--- src/rtl/core/adm_pkg.sv ---
// Shared types and constants for the arcade drive mixer with slew limit.
package adm_pkg;

  localparam int unsigned AXIS_W  = 8;
  localparam int unsigned SPEED_W = 8;
  localparam int unsigned DZ_W    = 7;
  localparam int unsigned CFG_W   = 8;
  localparam int unsigned CFG_IDX_W = 2;
  localparam int unsigned MAG_W   = 7;
  localparam int unsigned PROD_W  = 15;
  localparam int unsigned DIV_STEPS = PROD_W;
  localparam int unsigned STEP_CNT_W = 4;

  localparam logic [AXIS_W-1:0] CENTRE    = 8'd127;
  localparam logic [AXIS_W-1:0] SPAN_MAX  = 8'd254;
  localparam logic [MAG_W-1:0]  SPEED_LIM = 7'd127;

  localparam logic [DZ_W-1:0]  DEADZONE_RESET  = 7'd10;
  localparam logic [CFG_W-1:0] NUMERATOR_RESET = 8'd3;
  localparam logic [CFG_W-1:0] DENOM_RESET     = 8'd4;
  localparam logic [CFG_W-1:0] ACCEL_RESET     = 8'd10;

  typedef enum logic [CFG_IDX_W-1:0] {
    REG_DEADZONE_WIDTH    = 2'd0,
    REG_SCALE_NUMERATOR   = 2'd1,
    REG_SCALE_DENOMINATOR = 2'd2,
    REG_ACCEL_RATE        = 2'd3
  } reg_index_t;

  typedef enum logic [2:0] {
    ST_IDLE,
    ST_MIX,
    ST_LOAD,
    ST_DIVIDE,
    ST_SLEW
  } state_t;

  typedef struct packed {
    logic capture;
    logic mix;
    logic load_div;
    logic div_step;
    logic finish;
  } cmd_t;

  typedef struct packed {
    logic scale_en;
  } status_t;

endpackage

--- src/rtl/core/adm_if.sv ---
// Stream interfaces for joystick samples and motor commands.
interface adm_in_if;
  logic                          valid;
  logic                          ready;
  logic [adm_pkg::AXIS_W-1:0]    stick_y;
  logic [adm_pkg::AXIS_W-1:0]    stick_x;
  logic                          dz_enable;
  logic                          turbo_pressed;
  logic                          gear_high;

  modport source (output valid, stick_y, stick_x, dz_enable, turbo_pressed, gear_high,
                  input ready);
  modport sink (input valid, stick_y, stick_x, dz_enable, turbo_pressed, gear_high,
                output ready);
endinterface

interface adm_out_if;
  logic                               valid;
  logic                               ready;
  logic signed [adm_pkg::SPEED_W-1:0] left_speed;
  logic signed [adm_pkg::SPEED_W-1:0] right_speed;
  logic                               gear_out;

  modport source (output valid, left_speed, right_speed, gear_out, input ready);
  modport sink (input valid, left_speed, right_speed, gear_out, output ready);
endinterface

--- src/rtl/core/arcade_drive_mixer_slew_limit_unit.sv ---
// Arcade drive mixer with slew limit: a sample is mixed, then, in high gear without turbo,
// scaled by the ratio in two lanes of a 15-step restoring divider, before the slew step.
// A new sample is taken only once the last one has been written to the output register.
// A finished result waits in the output register while the next sample is taken.
// Reset: deadzone 10, ratio 3/4, accel rate 10, previous speeds 0, no result pending.
module arcade_drive_mixer_slew_limit_unit (
  input  logic                            clk,
  input  logic                            rst,
  input  logic                            cfg_wr_en,
  input  logic [adm_pkg::CFG_IDX_W-1:0]   cfg_index,
  input  logic [adm_pkg::CFG_W-1:0]       cfg_data,
  adm_in_if.sink                          sample,
  adm_out_if.source                       result
);

  adm_pkg::cmd_t    cmd;
  adm_pkg::status_t status;

  adm_ctrl u_ctrl (
    .clk       (clk),
    .rst       (rst),
    .in_valid  (sample.valid),
    .in_ready  (sample.ready),
    .out_valid (result.valid),
    .out_ready (result.ready),
    .status    (status),
    .cmd       (cmd)
  );

  adm_datapath u_datapath (
    .clk           (clk),
    .rst           (rst),
    .cfg_wr_en     (cfg_wr_en),
    .cfg_index     (cfg_index),
    .cfg_data      (cfg_data),
    .stick_y       (sample.stick_y),
    .stick_x       (sample.stick_x),
    .dz_enable     (sample.dz_enable),
    .turbo_pressed (sample.turbo_pressed),
    .gear_high     (sample.gear_high),
    .cmd           (cmd),
    .status        (status),
    .left_speed    (result.left_speed),
    .right_speed   (result.right_speed),
    .gear_out      (result.gear_out)
  );

endmodule

--- src/rtl/core/adm_ctrl.sv ---
// Sequencing controller: accept, mix, divide, slew and output handshake.
module adm_ctrl (
  input  logic             clk,
  input  logic             rst,
  input  logic             in_valid,
  output logic             in_ready,
  output logic             out_valid,
  input  logic             out_ready,
  input  adm_pkg::status_t status,
  output adm_pkg::cmd_t    cmd
);

  adm_pkg::state_t                   state, state_next;
  logic [adm_pkg::STEP_CNT_W-1:0]    step_cnt, step_cnt_next;
  logic                              out_valid_next;

  always_ff @(posedge clk) begin
    if (rst) begin
      state     <= adm_pkg::ST_IDLE;
      step_cnt  <= '0;
      out_valid <= 1'b0;
    end else begin
      state     <= state_next;
      step_cnt  <= step_cnt_next;
      out_valid <= out_valid_next;
    end
  end

  always_comb begin
    state_next     = state;
    step_cnt_next  = step_cnt;
    cmd            = '0;
    in_ready       = 1'b0;
    out_valid_next = out_valid && !out_ready;
    unique case (state)
      adm_pkg::ST_IDLE: begin
        in_ready = 1'b1;
        if (in_valid) begin
          cmd.capture = 1'b1;
          state_next  = adm_pkg::ST_MIX;
        end
      end
      adm_pkg::ST_MIX: begin
        cmd.mix    = 1'b1;
        state_next = status.scale_en ? adm_pkg::ST_LOAD : adm_pkg::ST_SLEW;
      end
      adm_pkg::ST_LOAD: begin
        cmd.load_div  = 1'b1;
        step_cnt_next = '0;
        state_next    = adm_pkg::ST_DIVIDE;
      end
      adm_pkg::ST_DIVIDE: begin
        cmd.div_step  = 1'b1;
        step_cnt_next = step_cnt + 1'b1;
        if (step_cnt == adm_pkg::STEP_CNT_W'(adm_pkg::DIV_STEPS - 1)) begin
          state_next = adm_pkg::ST_SLEW;
        end
      end
      adm_pkg::ST_SLEW: begin
        if (!out_valid || out_ready) begin
          cmd.finish     = 1'b1;
          out_valid_next = 1'b1;
          state_next     = adm_pkg::ST_IDLE;
        end
      end
      default: begin
        state_next = adm_pkg::ST_IDLE;
      end
    endcase
  end

endmodule

--- src/rtl/core/adm_datapath.sv ---
// Datapath: config registers, mixer, serial dividers, slew limiter, output registers.
module adm_datapath (
  input  logic                               clk,
  input  logic                               rst,
  input  logic                               cfg_wr_en,
  input  logic [adm_pkg::CFG_IDX_W-1:0]      cfg_index,
  input  logic [adm_pkg::CFG_W-1:0]          cfg_data,
  input  logic [adm_pkg::AXIS_W-1:0]         stick_y,
  input  logic [adm_pkg::AXIS_W-1:0]         stick_x,
  input  logic                               dz_enable,
  input  logic                               turbo_pressed,
  input  logic                               gear_high,
  input  adm_pkg::cmd_t                      cmd,
  output adm_pkg::status_t                   status,
  output logic signed [adm_pkg::SPEED_W-1:0] left_speed,
  output logic signed [adm_pkg::SPEED_W-1:0] right_speed,
  output logic                               gear_out
);

  logic [adm_pkg::DZ_W-1:0]   dz_width;
  logic [adm_pkg::CFG_W-1:0]  numerator;
  logic [adm_pkg::CFG_W-1:0]  denominator;
  logic [adm_pkg::CFG_W-1:0]  accel;

  logic [adm_pkg::AXIS_W-1:0] y_reg, x_reg;
  logic                       dz_reg, turbo_reg, high_reg;

  logic signed [adm_pkg::SPEED_W-1:0] left_mix, right_mix;
  logic signed [adm_pkg::SPEED_W-1:0] left_prev, right_prev;
  logic [adm_pkg::CFG_W-1:0]          den_eff;
  logic [adm_pkg::PROD_W-1:0]         dvd_l, dvd_r;
  logic [adm_pkg::CFG_W-1:0]          rem_l, rem_r;

  logic [adm_pkg::AXIS_W-1:0]         y_dz, x_dz;
  logic signed [adm_pkg::SPEED_W-1:0] left_mix_next, right_mix_next;
  logic [adm_pkg::PROD_W-1:0]         dvd_l_next, dvd_r_next;
  logic [adm_pkg::CFG_W-1:0]          rem_l_next, rem_r_next;
  logic signed [adm_pkg::SPEED_W-1:0] left_want, right_want;
  logic signed [adm_pkg::SPEED_W-1:0] left_slew, right_slew;

  function automatic logic [adm_pkg::AXIS_W-1:0] deadzone(
    input logic [adm_pkg::AXIS_W-1:0] v,
    input logic [adm_pkg::DZ_W-1:0]   w,
    input logic                       en
  );
    logic [adm_pkg::AXIS_W:0] lo_sum;
    logic [adm_pkg::AXIS_W:0] hi_sum;
    lo_sum = {1'b0, v} + {2'b00, w};
    hi_sum = {1'b0, adm_pkg::CENTRE} + {2'b00, w};
    if (en && (lo_sum > {1'b0, adm_pkg::CENTRE}) && ({1'b0, v} < hi_sum)) begin
      return adm_pkg::CENTRE;
    end
    return v;
  endfunction

  function automatic logic signed [adm_pkg::SPEED_W-1:0] clamp_recentre(
    input logic signed [adm_pkg::AXIS_W+1:0] v
  );
    logic [adm_pkg::AXIS_W-1:0] c;
    if (v < 0) begin
      c = '0;
    end else if (v > $signed({2'b00, adm_pkg::SPAN_MAX})) begin
      c = adm_pkg::SPAN_MAX;
    end else begin
      c = v[adm_pkg::AXIS_W-1:0];
    end
    return adm_pkg::SPEED_W'(c - adm_pkg::CENTRE);
  endfunction

  function automatic logic [adm_pkg::PROD_W-1:0] product(
    input logic signed [adm_pkg::SPEED_W-1:0] s,
    input logic [adm_pkg::CFG_W-1:0]          num
  );
    logic [adm_pkg::SPEED_W-1:0] neg;
    logic [adm_pkg::MAG_W-1:0]   mag;
    neg = adm_pkg::SPEED_W'(-s);
    mag = s[adm_pkg::SPEED_W-1] ? neg[adm_pkg::MAG_W-1:0] : s[adm_pkg::MAG_W-1:0];
    return adm_pkg::PROD_W'(mag) * adm_pkg::PROD_W'(num);
  endfunction

  function automatic logic [adm_pkg::PROD_W+adm_pkg::CFG_W-1:0] div_step(
    input logic [adm_pkg::PROD_W-1:0] dvd,
    input logic [adm_pkg::CFG_W-1:0]  rem,
    input logic [adm_pkg::CFG_W-1:0]  den
  );
    logic [adm_pkg::CFG_W:0] shifted;
    logic [adm_pkg::CFG_W:0] diff;
    shifted = {rem, dvd[adm_pkg::PROD_W-1]};
    diff    = shifted - {1'b0, den};
    if (shifted >= {1'b0, den}) begin
      return {dvd[adm_pkg::PROD_W-2:0], 1'b1, diff[adm_pkg::CFG_W-1:0]};
    end
    return {dvd[adm_pkg::PROD_W-2:0], 1'b0, shifted[adm_pkg::CFG_W-1:0]};
  endfunction

  function automatic logic signed [adm_pkg::SPEED_W-1:0] saturate(
    input logic [adm_pkg::PROD_W-1:0] q,
    input logic                       neg
  );
    logic [adm_pkg::MAG_W-1:0] m;
    m = (q > adm_pkg::PROD_W'(adm_pkg::SPEED_LIM)) ? adm_pkg::SPEED_LIM
                                                   : q[adm_pkg::MAG_W-1:0];
    return neg ? adm_pkg::SPEED_W'(-$signed({1'b0, m})) : adm_pkg::SPEED_W'({1'b0, m});
  endfunction

  function automatic logic signed [adm_pkg::SPEED_W-1:0] slew(
    input logic signed [adm_pkg::SPEED_W-1:0] want,
    input logic signed [adm_pkg::SPEED_W-1:0] prev,
    input logic [adm_pkg::CFG_W-1:0]          rate
  );
    logic signed [adm_pkg::SPEED_W+1:0] w;
    logic signed [adm_pkg::SPEED_W+1:0] p;
    logic signed [adm_pkg::SPEED_W+1:0] r;
    logic signed [adm_pkg::SPEED_W+1:0] res;
    w = 10'(want);
    p = 10'(prev);
    r = $signed({2'b00, rate});
    if (w + r < p) begin
      res = p - r;
    end else if (w - r > p) begin
      res = p + r;
    end else begin
      res = w;
    end
    return res[adm_pkg::SPEED_W-1:0];
  endfunction

  always_ff @(posedge clk) begin
    if (rst) begin
      dz_width    <= adm_pkg::DEADZONE_RESET;
      numerator   <= adm_pkg::NUMERATOR_RESET;
      denominator <= adm_pkg::DENOM_RESET;
      accel       <= adm_pkg::ACCEL_RESET;
    end else if (cfg_wr_en) begin
      unique case (adm_pkg::reg_index_t'(cfg_index))
        adm_pkg::REG_DEADZONE_WIDTH:    dz_width    <= cfg_data[adm_pkg::DZ_W-1:0];
        adm_pkg::REG_SCALE_NUMERATOR:   numerator   <= cfg_data;
        adm_pkg::REG_SCALE_DENOMINATOR: denominator <= cfg_data;
        adm_pkg::REG_ACCEL_RATE:        accel       <= cfg_data;
        default: ;
      endcase
    end
  end

  always_comb begin
    y_dz = deadzone(y_reg, dz_width, dz_reg);
    x_dz = deadzone(x_reg, dz_width, dz_reg);
    right_mix_next = clamp_recentre($signed({2'b00, y_dz}) + $signed({2'b00, x_dz})
                                    - $signed({2'b00, adm_pkg::CENTRE}));
    left_mix_next  = clamp_recentre($signed({2'b00, y_dz}) - $signed({2'b00, x_dz})
                                    + $signed({2'b00, adm_pkg::CENTRE}));
    {dvd_l_next, rem_l_next} = div_step(dvd_l, rem_l, den_eff);
    {dvd_r_next, rem_r_next} = div_step(dvd_r, rem_r, den_eff);
    left_want  = status.scale_en ? saturate(dvd_l, left_mix[adm_pkg::SPEED_W-1])  : left_mix;
    right_want = status.scale_en ? saturate(dvd_r, right_mix[adm_pkg::SPEED_W-1]) : right_mix;
    left_slew  = slew(left_want, left_prev, accel);
    right_slew = slew(right_want, right_prev, accel);
  end

  assign status.scale_en = high_reg && !turbo_reg;

  always_ff @(posedge clk) begin
    if (cmd.capture) begin
      y_reg     <= stick_y;
      x_reg     <= stick_x;
      dz_reg    <= dz_enable;
      turbo_reg <= turbo_pressed;
      high_reg  <= gear_high;
    end
    if (cmd.mix) begin
      left_mix  <= left_mix_next;
      right_mix <= right_mix_next;
    end
    if (cmd.load_div) begin
      dvd_l   <= product(left_mix, numerator);
      dvd_r   <= product(right_mix, numerator);
      rem_l   <= '0;
      rem_r   <= '0;
      den_eff <= (denominator == '0) ? adm_pkg::CFG_W'(1) : denominator;
    end else if (cmd.div_step) begin
      dvd_l <= dvd_l_next;
      dvd_r <= dvd_r_next;
      rem_l <= rem_l_next;
      rem_r <= rem_r_next;
    end
    if (cmd.finish) begin
      left_speed  <= left_slew;
      right_speed <= right_slew;
      gear_out    <= high_reg;
    end
  end

  always_ff @(posedge clk) begin
    if (rst) begin
      left_prev  <= '0;
      right_prev <= '0;
    end else if (cmd.finish) begin
      left_prev  <= left_slew;
      right_prev <= right_slew;
    end
  end

endmodule
--- src/flat_wrapper.sv ---
// flat-port wrapper written by rule: the top's interface ports become plain ports
module arcade_drive_mixer_slew_limit_unit_flat 
  (clk, rst, cfg_wr_en, cfg_index, cfg_data, sample_valid, sample_stick_y, sample_stick_x, sample_dz_enable, sample_turbo_pressed, sample_gear_high, sample_ready, result_valid, result_left_speed, result_right_speed, result_gear_out, result_ready);
  adm_in_if sample_i ();
  adm_out_if result_i ();
  input  logic clk;
  input  logic rst;
  input  logic cfg_wr_en;
  input  logic [adm_pkg::CFG_IDX_W-1:0] cfg_index;
  input  logic [adm_pkg::CFG_W-1:0] cfg_data;
  input wire logic [$bits(sample_i.valid)-1:0] sample_valid;
  input wire logic [$bits(sample_i.stick_y)-1:0] sample_stick_y;
  input wire logic [$bits(sample_i.stick_x)-1:0] sample_stick_x;
  input wire logic [$bits(sample_i.dz_enable)-1:0] sample_dz_enable;
  input wire logic [$bits(sample_i.turbo_pressed)-1:0] sample_turbo_pressed;
  input wire logic [$bits(sample_i.gear_high)-1:0] sample_gear_high;
  output wire logic [$bits(sample_i.ready)-1:0] sample_ready;
  output wire logic [$bits(result_i.valid)-1:0] result_valid;
  output wire logic [$bits(result_i.left_speed)-1:0] result_left_speed;
  output wire logic [$bits(result_i.right_speed)-1:0] result_right_speed;
  output wire logic [$bits(result_i.gear_out)-1:0] result_gear_out;
  input wire logic [$bits(result_i.ready)-1:0] result_ready;
  assign sample_i.valid = sample_valid;
  assign sample_i.stick_y = sample_stick_y;
  assign sample_i.stick_x = sample_stick_x;
  assign sample_i.dz_enable = sample_dz_enable;
  assign sample_i.turbo_pressed = sample_turbo_pressed;
  assign sample_i.gear_high = sample_gear_high;
  assign sample_ready = sample_i.ready;
  assign result_valid = result_i.valid;
  assign result_left_speed = result_i.left_speed;
  assign result_right_speed = result_i.right_speed;
  assign result_gear_out = result_i.gear_out;
  assign result_i.ready = result_ready;
  arcade_drive_mixer_slew_limit_unit u_core (.clk(clk), .rst(rst), .cfg_wr_en(cfg_wr_en), .cfg_index(cfg_index), .cfg_data(cfg_data), .sample(sample_i), .result(result_i));
endmodule
--- config.mk ---
export PLATFORM = sky130hd
export DESIGN_NAME = arcade_drive_mixer_slew_limit_unit_flat
export DESIGN_NICKNAME = d
export VERILOG_FILES = /design/src/rtl/core/adm_pkg.sv /design/src/rtl/core/adm_if.sv /design/src/rtl/core/arcade_drive_mixer_slew_limit_unit.sv /design/src/rtl/core/adm_ctrl.sv /design/src/rtl/core/adm_datapath.sv /design/src/flat_wrapper.sv
export SDC_FILE = /design/constraint.sdc
export NUM_CORES = 1
export LEC_CHECK = 0
export ABC_AREA = 1
export BUFFER_PORTS_ARGS = -buffer_cell sky130_fd_sc_hd__buf_2
export CORE_ASPECT_RATIO = 1.75
export CORE_MARGIN = 1
export CORE_UTILIZATION = 45
export CTS_CLUSTER_SIZE = 30
export DETAILED_ROUTE_END_ITERATION = 8
export PLACE_DENSITY_LB_ADDON = 0.3
export SLEW_MARGIN = 20
export SYNTH_ARGS = -nofsm -noshare
export SYNTH_HDL_FRONTEND = slang
export SYNTH_SLANG_ARGS = --single-unit
export TNS_END_PERCENT = 30
--- constraint.sdc ---
create_clock -name clk -period 7.2 [get_ports clk]
set_input_delay 0.36 -clock clk [delete_from_list [all_inputs] [get_ports clk]]
set_output_delay 0.36 -clock clk [all_outputs]
set_load 0.02 [all_outputs]
# [After elaboration in Yosys (flattened, before gate mapping)]
# Index checks and enable logic that the tools add are counted.
[op_classes] magnitude_cmp=16 add_sub_neg=24 muxes=48 eq_ne=11 reduce_logical=20 n_mul=2
[op_table] operator="8-bit 2-to-1 mux" n=16
[op_table] operator="23-bit 2-to-1 mux" n=4
[op_table] operator="15-bit 2-to-1 mux" n=4
[op_table] operator="8-bit subtractor" n=4
[op_table] operator="15-bit by 7-bit > comparator with 1-bit output (second input constant)" n=2
[op_table] operator="7-bit by 8-bit multiplier with 15-bit output" n=2
[op_table] operator="7-bit 2-to-1 mux" n=4
[op_table] operator="8-bit by 9-bit adder with 10-bit output" n=2
[op_table] operator="10-bit by 8-bit > comparator with 1-bit output" n=2
[op_table] operator="10-bit by 9-bit > comparator with 1-bit output (second input constant)" n=2
[op_table] operator="10-bit by 1-bit less-than comparator with 1-bit output (second input constant)" n=2
[op_table] operator="10-bit by 8-bit less-than comparator with 1-bit output" n=2
[op_table] operator="8-bit by 9-bit subtractor with 10-bit output" n=2
[op_table] operator="8-bit by 7-bit adder with 9-bit output" n=2
[op_table] operator="9-bit by 8-bit >= comparator with 1-bit output" n=2
[op_table] operator="9-bit by 7-bit > comparator with 1-bit output (second input constant)" n=2
[op_table] operator="8-bit adder" n=2
[op_table] operator="7-bit negation with 8-bit output" n=2
[op_table] operator="8-bit by 7-bit subtractor with 8-bit output (second input constant)" n=2
[op_table] operator="3-bit one-hot mux with 5 select lines" n=1
[op_table] operator="1-bit 2-to-1 mux" n=14
[op_table] operator="7-bit negation" n=2
[op_table] operator="3-bit 2-to-1 mux" n=4
[op_table] operator="9-bit by 8-bit adder with 10-bit output (second input constant)" n=1
[op_table] operator="other kinds (24)" n=39
[word_totals] elab_cells=145 register_bits=161 output_inout_bits=19

# [Depth between registers and ports, before layout]
# Gate-level depths: netlist of run 1.
[logic_depth] depth_word=12 depth_mapped=41 mapped_depth_nobuf=40

# [Cells and area by module]
# Synthesis of run 1 repeated with hierarchy kept, for this count alone.
[hier_totals] cells_unflattened=2126 hier_area_um2=16613.4
[modules_own_cells] mod="adm_datapath" n_inst=1 cells_each=2061 area_each_um2=16155.5
[modules_own_cells] mod="adm_ctrl" n_inst=1 cells_each=65 area_each_um2=457.9

# [Worst setup path before layout of run 1]
# Ideal clock, no wire load.
[synth_timing] path_type="register -> register" from="register u_core.u_datapath.right_mix[0] in the netlist's numbering" to="register u_core.u_datapath.dvd_r[14] in the netlist's numbering (data pin)" stages_incl_launch_ff=29 period_less_slack_ps=5574 arrival_ps=5305 path_slack_ps=1626 cell_sequence="edfxtp_1 -> clkbuf_1 -> inv_1 -> ha_1 -> inv_1 -> nor3_1 -> or2_2 -> xor2_1 -> nand2_1 -> fa_1 -> fa_1 -> fa_1 -> inv_1 -> fa_1 -> ha_1 -> inv_1 -> nor2_1 -> nor2_1 -> nor2_1 -> nor2_1 -> o31ai_1 -> a21oi_1 -> o21bai_1 -> nand2_1 -> inv_1 -> o21ai_0 -> nand2_1 -> xor2_1 -> o21ai_0"
[synth_via] elab_chain_cells=4
[synth_lines] element="from (decl)" line_no="adm_datapath.sv:28" source="logic signed [adm_pkg::SPEED_W-1:0] left_mix, right_mix;"
[synth_lines] element="from (signal assigned)" line_no="adm_datapath.sv:172" source="right_mix <= right_mix_next;"
[synth_lines] element="7-bit negation" line_no="adm_datapath.sv:76" source="neg = adm_pkg::SPEED_W'(-s);"
[synth_lines] element="7-bit 2-to-1 mux *" line_no="adm_datapath.sv:77" source="mag = s[adm_pkg::SPEED_W-1] ? neg[adm_pkg::MAG_W-1:0] : s[adm_pkg::MAG_W-1:0];"
[synth_lines] element="7-bit by 8-bit multiplier with 15-bit output *" line_no="adm_datapath.sv:78" source="return adm_pkg::PROD_W'(mag) * adm_pkg::PROD_W'(num);"
[synth_lines] element="15-bit 2-to-1 mux *" line_no="adm_datapath.sv:174" source="if (cmd.load_div) begin"
[synth_lines] element="to (signal assigned)" line_no="adm_datapath.sv:176" source="dvd_r <= product(right_mix, numerator);"
[synth_lines] element="to (signal assigned)" line_no="adm_datapath.sv:182" source="dvd_r <= dvd_r_next;"
[synth_lines] element="to (decl)" line_no="adm_datapath.sv:31" source="logic [adm_pkg::PROD_W-1:0] dvd_l, dvd_r;"
# Mark *: on every way between the ends. The rest lies on a longest branch, timed or not.
# A chain may end at the register's enable or synchronous reset.

# [Worst setup path in the final report of run 1]
# Same ends and word-level chain as after synthesis.

==> flow_summary_export.csv, run 1 <==
group,metric,value,unit
outcome,status,"completed",
pwr,p_comb_share,63.4,%
yosys,yosysTopAreaCellShare,18.6,%
sta,fmax,155,MHz
setup_path,cp_data_arrival_time,6.63,ns
sta,fin_setup_tns,0,ns
clock_tree,clock_sinks,161,
global_routing,antenna_found_initial,0,
cells_and_area,top_regs,"u_core.u_datapath.dvd_l (15), u_core.u_datapath.dvd_r (15)",
setup_path,path_buf_inv,5,
global_routing,track_usage,24.0,%
cells_and_area,fillCellCount,3515,
sta,relSlewSlack,28.9,%
yosys,yosysMostFrequentCell,"nand2_1",
placement,routabilityCongestion,0.966,
sta,fin_crit_sh,89.4,%
detailed_routing,first_pass_iters,5,
setup_path,crit_type,"reg -> reg",
floorplanning,start_util,45.7,%
detailed_routing,vias,13975,
sta,rsz0062_at_grt,"false",
placement,dp_slack,0.736,ns
yosys,synth_edf_count,90,
placement,port_buffers,52,
yosys,syn_area_per_cell,7.73,sq um
yosys,ys_seq_elements,161,
global_routing,grt_overflow,0,
pwr,power_density,344,nW/um^2
clock_tree,cts_tree,"built",
clock_tree,cts.clk_slew.worst_paths,0.07,ns
global_routing,grt_pass1_vias,14285,
floorplanning,die_w,147,um
floorplanning,io_pins,53,
setup_path,crit_slowest_cell,"xor2_1",
cells_and_area,area_growth,8.08,%
pwr,power,6.14,mW
detailed_routing,vias_per_cell,5.27,
detailed_routing,wirelength,43.5,mm
cells_and_area,drive_gt1_share,6.37,%
clock_tree,clk_latency,0.46,ns
min_path,hold_class,"in -> reg",
run,cap_violations,0,
setup_path,cp_top_family,"adder cells",
detailed_routing,drc_errors,0,
pwr,p_clk_share,15.6,%
yosys,syn_inst,2137,
cells_and_area,fin_nets,2518,
sta,tightest_slew,1.06,ns
yosys,ys_top_cells_by_area,"ha_1, edfxtp_1, nand2_1",
detailed_routing,ant_nets,0,
floorplanning,core,36100,sq um
clock_tree,htreeDepth,4,
global_routing,busiest_layer,"met2",
setup_path,cp_common_cell,"inv_1",
pwr,p_leak,9.00,nW
setup_path,slowest_delay,0.61,ns
yosys,yosysTopAreaCell,"ha_1",
yosys,syn-num-nets,2487,
sta,post-route-min-period,6.44,ns
clock_tree,clk_path_buf_depth,2,
yosys,synth_flop_cell,"edfxtp_1",
global_routing,grt_pass1_wl,70.2,mm
yosys,synthTopCellsByCount,"nand2_1, inv_1, ha_1, nor2_1, a21oi_1",
detailed_routing,wl_per_cell,16.4,um
sta,maxSlewViolCount,0,
setup_path,worstPathMaxFanout,9,
floorplanning,core.rowCount,92,
pwr,internal_power,3.15,mW
clock_tree,cts_resized,0,
sta,hold_viol,0,
sta,fin_worst_skew,0.0163,ns
clock_tree,post-cts-setup-buffers,0,
yosys,syn_area,16500,sq um
yosys,synthArstFlopShare,0,%
global_routing,use_met1,24.3,%
floorplanning,die_area,37500,sq um
yosys,synth_warnings,0,
setup_path,worstSetupStartpointType,"flop",
floorplanning,die_height,255,um
pwr,pwr-share-seq,20.9,%
sta,worst_slack,0.762,ns
clock_tree,cts_buffers,17,
placement,dp_hpwl,35.2,mm
clock_tree,ctsHoldBuffers,0,
pwr,p_sw_share,48.8,%
setup_path,worstSetupEndpointType,"flop",
detailed_routing,drtIter0Drc,694,
global_routing,gr-usage-met2,45.7,%
pwr,ir_drop,214,uV
clock_tree,cts.root.buffer_cell,"clkbuf_16",
global_routing,grt_max_degree,52,
yosys,ys_seq_area_share,25.0,%
yosys,synth_cell_types,44,
pwr,p_sw,3.00,mW
global_routing,use_met3,2.64,%
setup_path,critPathRequiredTime,7.39,ns
sta,finalSetupViolations,0,
-- worst reg2reg max path: cells and delay by family, from the launching register on --
kind,cells,cell delay [ns]
flip-flops,1,0.54
AO/OA/AOI/OAI,5,0.77
buffers and inverters,5,0.41
XOR/XNOR,2,0.77
adder cells (fa/ha/maj),6,2.60
AND/OR/NAND/NOR,10,1.11
-- cells in the final DEF (no fill, tap or decap), types with 52 or more instances in the layout --
cell,n
inv_1,379
ha_1,245
a21oi_1,175
xor2_1,86
fa_1,71
buf_2,52
o21ai_0,133
nand2_1,387
nor2_1,188
dfxtp_1,71
edfxtp_1,90
-- through the flow --
step	util, %	hold WS [ns]	cell area, sq um	std cells
global placement	47.7	0.414	17200	2619
CTS	49.4	0.0594	17800	2651
finish	49.4	0.0753	17800	2652
global route	49.4	0.0653	17800	2651
floorplan	-	0.426	16500	2137
detailed placement	47.7	0.418	17200	2619
-- per-layer routing --
layer | vias up | part of all wire (%) | wire length (um)
li1 | 6975 | - | -
met1 | 6558 | 37 | 16100
met2 | 314 | 54 | 23400
met3 | 128 | 3.1 | 1340
met4 | 0 | 6.0 | 2620
met5 | - | 0 | 0
-- power by group through the flow --
stage	combinational [mW]	clock [mW]	sequential [mW]
finish	3.89	0.961	1.29
global route	4.49	1.01	1.30
CTS	3.91	0.980	1.28
detailed placement	3.89	0	1.30
global placement	3.79	0	1.30
floorplan	3.01	0	1.25
-- layout make-up --
type	instances	area (sq um)	share of cell area [%]
Clock buffer	19	454	2.54
Timing Repair Buffer	59	313	1.75
Multi-Input combinational cell	1538	10800	60.2
Antenna cell	1	2.50	0.0140
Inverter	391	1470	8.22
Clock inverter	13	148	0.827
Sequential cell	161	4120	23.1
Tap cell	470	588	3.29
-- cell families after synthesis --
logic type | count (synthesis) | share of synthesized area [%]
DFF | 161 | 25.0
xor gates and xnor gates | 119 | 6.31
adders and majority gates | 316 | 27.2
buffers and inverters | 438 | 9.95
muxes | 2 | 0.121
and+or+nand+nor | 707 | 18.2
AOI/OAI and AO/OA | 394 | 13.3
-- path summary, 6_finish.rpt --
path,from,endpoint,slack [ns],cells after the start
worst min register to register,u_core.u_datapath.denominator[1],u_core.u_datapath.den_eff[1],0.43,0
worst max-delay path,u_core.u_datapath.right_mix[0],u_core.u_datapath.dvd_r[14],0.76,28
worst min-delay path,sample_gear_high,u_core.u_datapath.high_reg,0.08,1
worst max register to register,u_core.u_datapath.right_mix[0],u_core.u_datapath.dvd_r[14],0.76,28
Note: power is estimated with default switching activity, not from simulation.
==> inputs of run 2 (changes only) <==
Settings changed: ABC_AREA 1 to not set.
==> run 2 against run 1 <==
Against the previous run:
- final cell count is 8.1% lower
- routed wire length is 2.2% lower
- via count is 3.1% lower
- sequential share of layout area is 0.12 points higher
- non-clock buffer count is 6 higher
- area after synthesis is 0.20% lower
- worst setup slack worse by 0.35 ns
- flip-flop and latch count stayed put
==> flow_summary_export.csv, run 2 <==
group,metric,value,unit
detailed_routing,first_pass_iters,4,
clock_tree,cts.clk_slew.worst_paths,0.07,ns
clock_tree,cts.root.buffer_cell,"clkbuf_16",
yosys,synthTopCellsByCount,"ha_1, nand2_1, inv_1, nor2_1, a21oi_1",
global_routing,grt_overflow,0,
yosys,syn_area_per_cell,8.54,sq um
setup_path,worstSetupEndpointType,"flop",
yosys,synth_compound_gate_area_share,16.9,%
clock_tree,ctsHoldBuffers,0,
clock_tree,clock_sinks,161,
yosys,synth_fa_ha_area_share,27.2,%
cells_and_area,layout_common_cells,"ha_1, nand2_1, inv_1, nor2_1, a21oi_1",
global_routing,track_usage,23.6,%
yosys,yosysTopAreaCellShare,18.6,%
min_path,hold_class,"in -> reg",
sta,hold_slack,0.0744,ns
yosys,synth_xor_area_share,5.63,%
sta,fin_worst_skew,0.0123,ns
yosys,synthMuxAreaShare,1.10,%
cells_and_area,fin_nets,2303,
detailed_routing,drtIter0Drc,527,
global_routing,grt_pass1_wl,68.6,mm
clock_tree,cts_tree,"built",
yosys,syn_area,16500,sq um
floorplanning,core.rowCount,92,
yosys,synth_cell_types,69,
sta,finalSetupViolations,0,
yosys,ys_top_cells_by_area,"ha_1, edfxtp_1, dfxtp_1",
global_routing,grt_pass1_vias,14010,
clock_tree,clk_latency,0.46,ns
floorplanning,io_pins,53,
yosys,synthArstFlopShare,0,%
sta,fin_crit_sh,94.2,%
outcome,status,"completed",
sta,post-route-min-period,6.79,ns
global_routing,grt_max_degree,56,
cells_and_area,drive_gt1_share,6.41,%
clock_tree,htreeDepth,4,
detailed_routing,wl_per_cell,17.5,um
detailed_routing,vias,13546,
setup_path,worstSetupStartpointType,"flop",
floorplanning,die_area,37400,sq um
setup_path,worstPathMaxFanout,12,
sta,rsz0062_at_grt,"false",
placement,port_buffers,52,
sta,maxSlewViolCount,0,
yosys,synth_top_family_by_area,"adder cells",
cells_and_area,n_antenna_cell,0,
yosys,yosysMostFrequentCell,"ha_1",
clock_tree,cts_buffers,17,
floorplanning,start_util,45.7,%
floorplanning,die_w,147,um
yosys,ys_seq_area_share,25.0,%
sta,tightest_slew,1.06,ns
floorplanning,die_height,255,um
cells_and_area,register_area,4120,sq um
cells_and_area,top_regs,"u_core.u_datapath.dvd_l (15), u_core.u_datapath.dvd_r (15)",
yosys,syn-num-nets,2281,
clock_tree,clk_path_buf_depth,2,
cells_and_area,fillCellCount,3466,
sta,fmax,147,MHz
setup_path,crit_type,"reg -> reg",
floorplanning,core,36000,sq um
setup_path,critPathRequiredTime,7.40,ns
detailed_routing,ant_nets,0,
yosys,syn_inst,1931,
global_routing,antenna_found_initial,0,
sta,relSlewSlack,29.6,%
run,cap_violations,0,
placement,routabilityCongestion,0.940,
detailed_routing,wirelength,42.6,mm
yosys,synthSimpleGateAreaFrac,18.1,%
cells_and_area,area_growth,7.74,%
yosys,ys_seq_elements,161,
clock_tree,post-cts-setup-buffers,0,
sta,fin_setup_tns,0,ns
cells_and_area,final_common_cell,"ha_1",
yosys,synth_edf_count,90,
cells_and_area,multiInputGateArea,11400,sq um
yosys,synth_warnings,0,
detailed_routing,drc_errors,0,
detailed_routing,vias_per_cell,5.56,
sta,hold_viol,0,
yosys,synth_flop_cell,"edfxtp_1",
yosys,yosysTopAreaCell,"ha_1",
setup_path,cp_data_arrival_time,6.98,ns
placement,dp_hpwl,34.5,mm
[run 2: cell types whose count changed after synthesis, sizes merged, moves of 37 or more]
cell / change
o21ai: -37
a21oi: -52
inv: -182
and2: +46
xor2: -56
xnor2: +43
nand2: -189
[run 2: final cells by class]
cell class | instances | share of cell area, %
sequential | 161 | 23.2
inverter | 203 | 4.29
clock buffer | 19 | 2.49
timing repair buffer | 65 | 2.01
multi-input combinational | 1505 | 64.1
tap | 470 | 3.31
clock inverter | 13 | 0.578
[run 2: logic make-up (layout without fill, tap and decap cells)]
| kind of cell | count (synthesis) | count (layout) |
|---|---|---|
| compound gates | 430 | 430 |
| xor+xnor | 106 | 106 |
| fa+ha+maj | 316 | 316 |
| buf+inv | 265 | 300 |
| flops | 161 | 161 |
| mux | 18 | 18 |
| simple gates | 635 | 635 |
[run 2: worst max-delay path: stages (launching register included)]
cell and delay [ns]:
dfxtp_1 0.38, or4_1 0.58, nor4_1 0.46, ha_1 0.35, a211oi_1 0.32, o211ai_2 0.35, a21boi_2 0.41, inv_1 0.13
ha_1 0.20, nor2_1 0.19, o21bai_1 0.09, a21oi_1 0.24, xnor2_1 0.23, inv_1 0.12, a2111oi_1 0.43, nand3_1 0.16
xnor2_1 0.19, or4_4 0.43, o31a_1 0.36, and3_1 0.18, ha_1 0.23, o211ai_1 0.11, o22ai_1 0.11, xnor2_1 0.19
nor2_1 0.06
[run 2: what timing repair did]
item | CTS | global route
resized for setup | 0 | 1
setup endpoints to repair | 0 | 2
endpoints found under the hold margin | 0 | 0
[run 2: worst paths after layout]
kind	from	end	slack, ns	cells past startpoint
max	u_core.u_datapath.dz_width[2]	u_core.u_datapath.left_mix[6]	0.41	24
min	sample_stick_y[1]	u_core.u_datapath.y_reg[1]	0.07	1
max reg2reg	u_core.u_datapath.dz_width[2]	u_core.u_datapath.left_mix[6]	0.41	24
min reg2reg	u_core.u_datapath.rem_l[7]	u_core.u_datapath.rem_l[7]	0.47	2
[run 2: metal layers]
metal	global-route usage (%)	vias to the layer above	share of wire (%)
met5	0	-	0
met4	15.4	0	5.8
met3	2.46	108	2.5
met2	46.9	253	55
met1	22.6	6489	36
li1	-	6696	-
[run 2: metrics by stage]
step	std cells	cell area (sq um)	utilization, %	worst slack, ns
floorplan	1931	16500	-	1.29
global placement	2404	17200	47.7	0.580
detailed placement	2404	17200	47.7	0.450
CTS	2436	17700	49.3	0.387
global route	2436	17800	49.3	0.00681
finish	2436	17800	49.3	0.414
Power of run 2 is not shown: default switching activity piles up to over one toggle a cycle in this logic, so the estimate is an artifact.
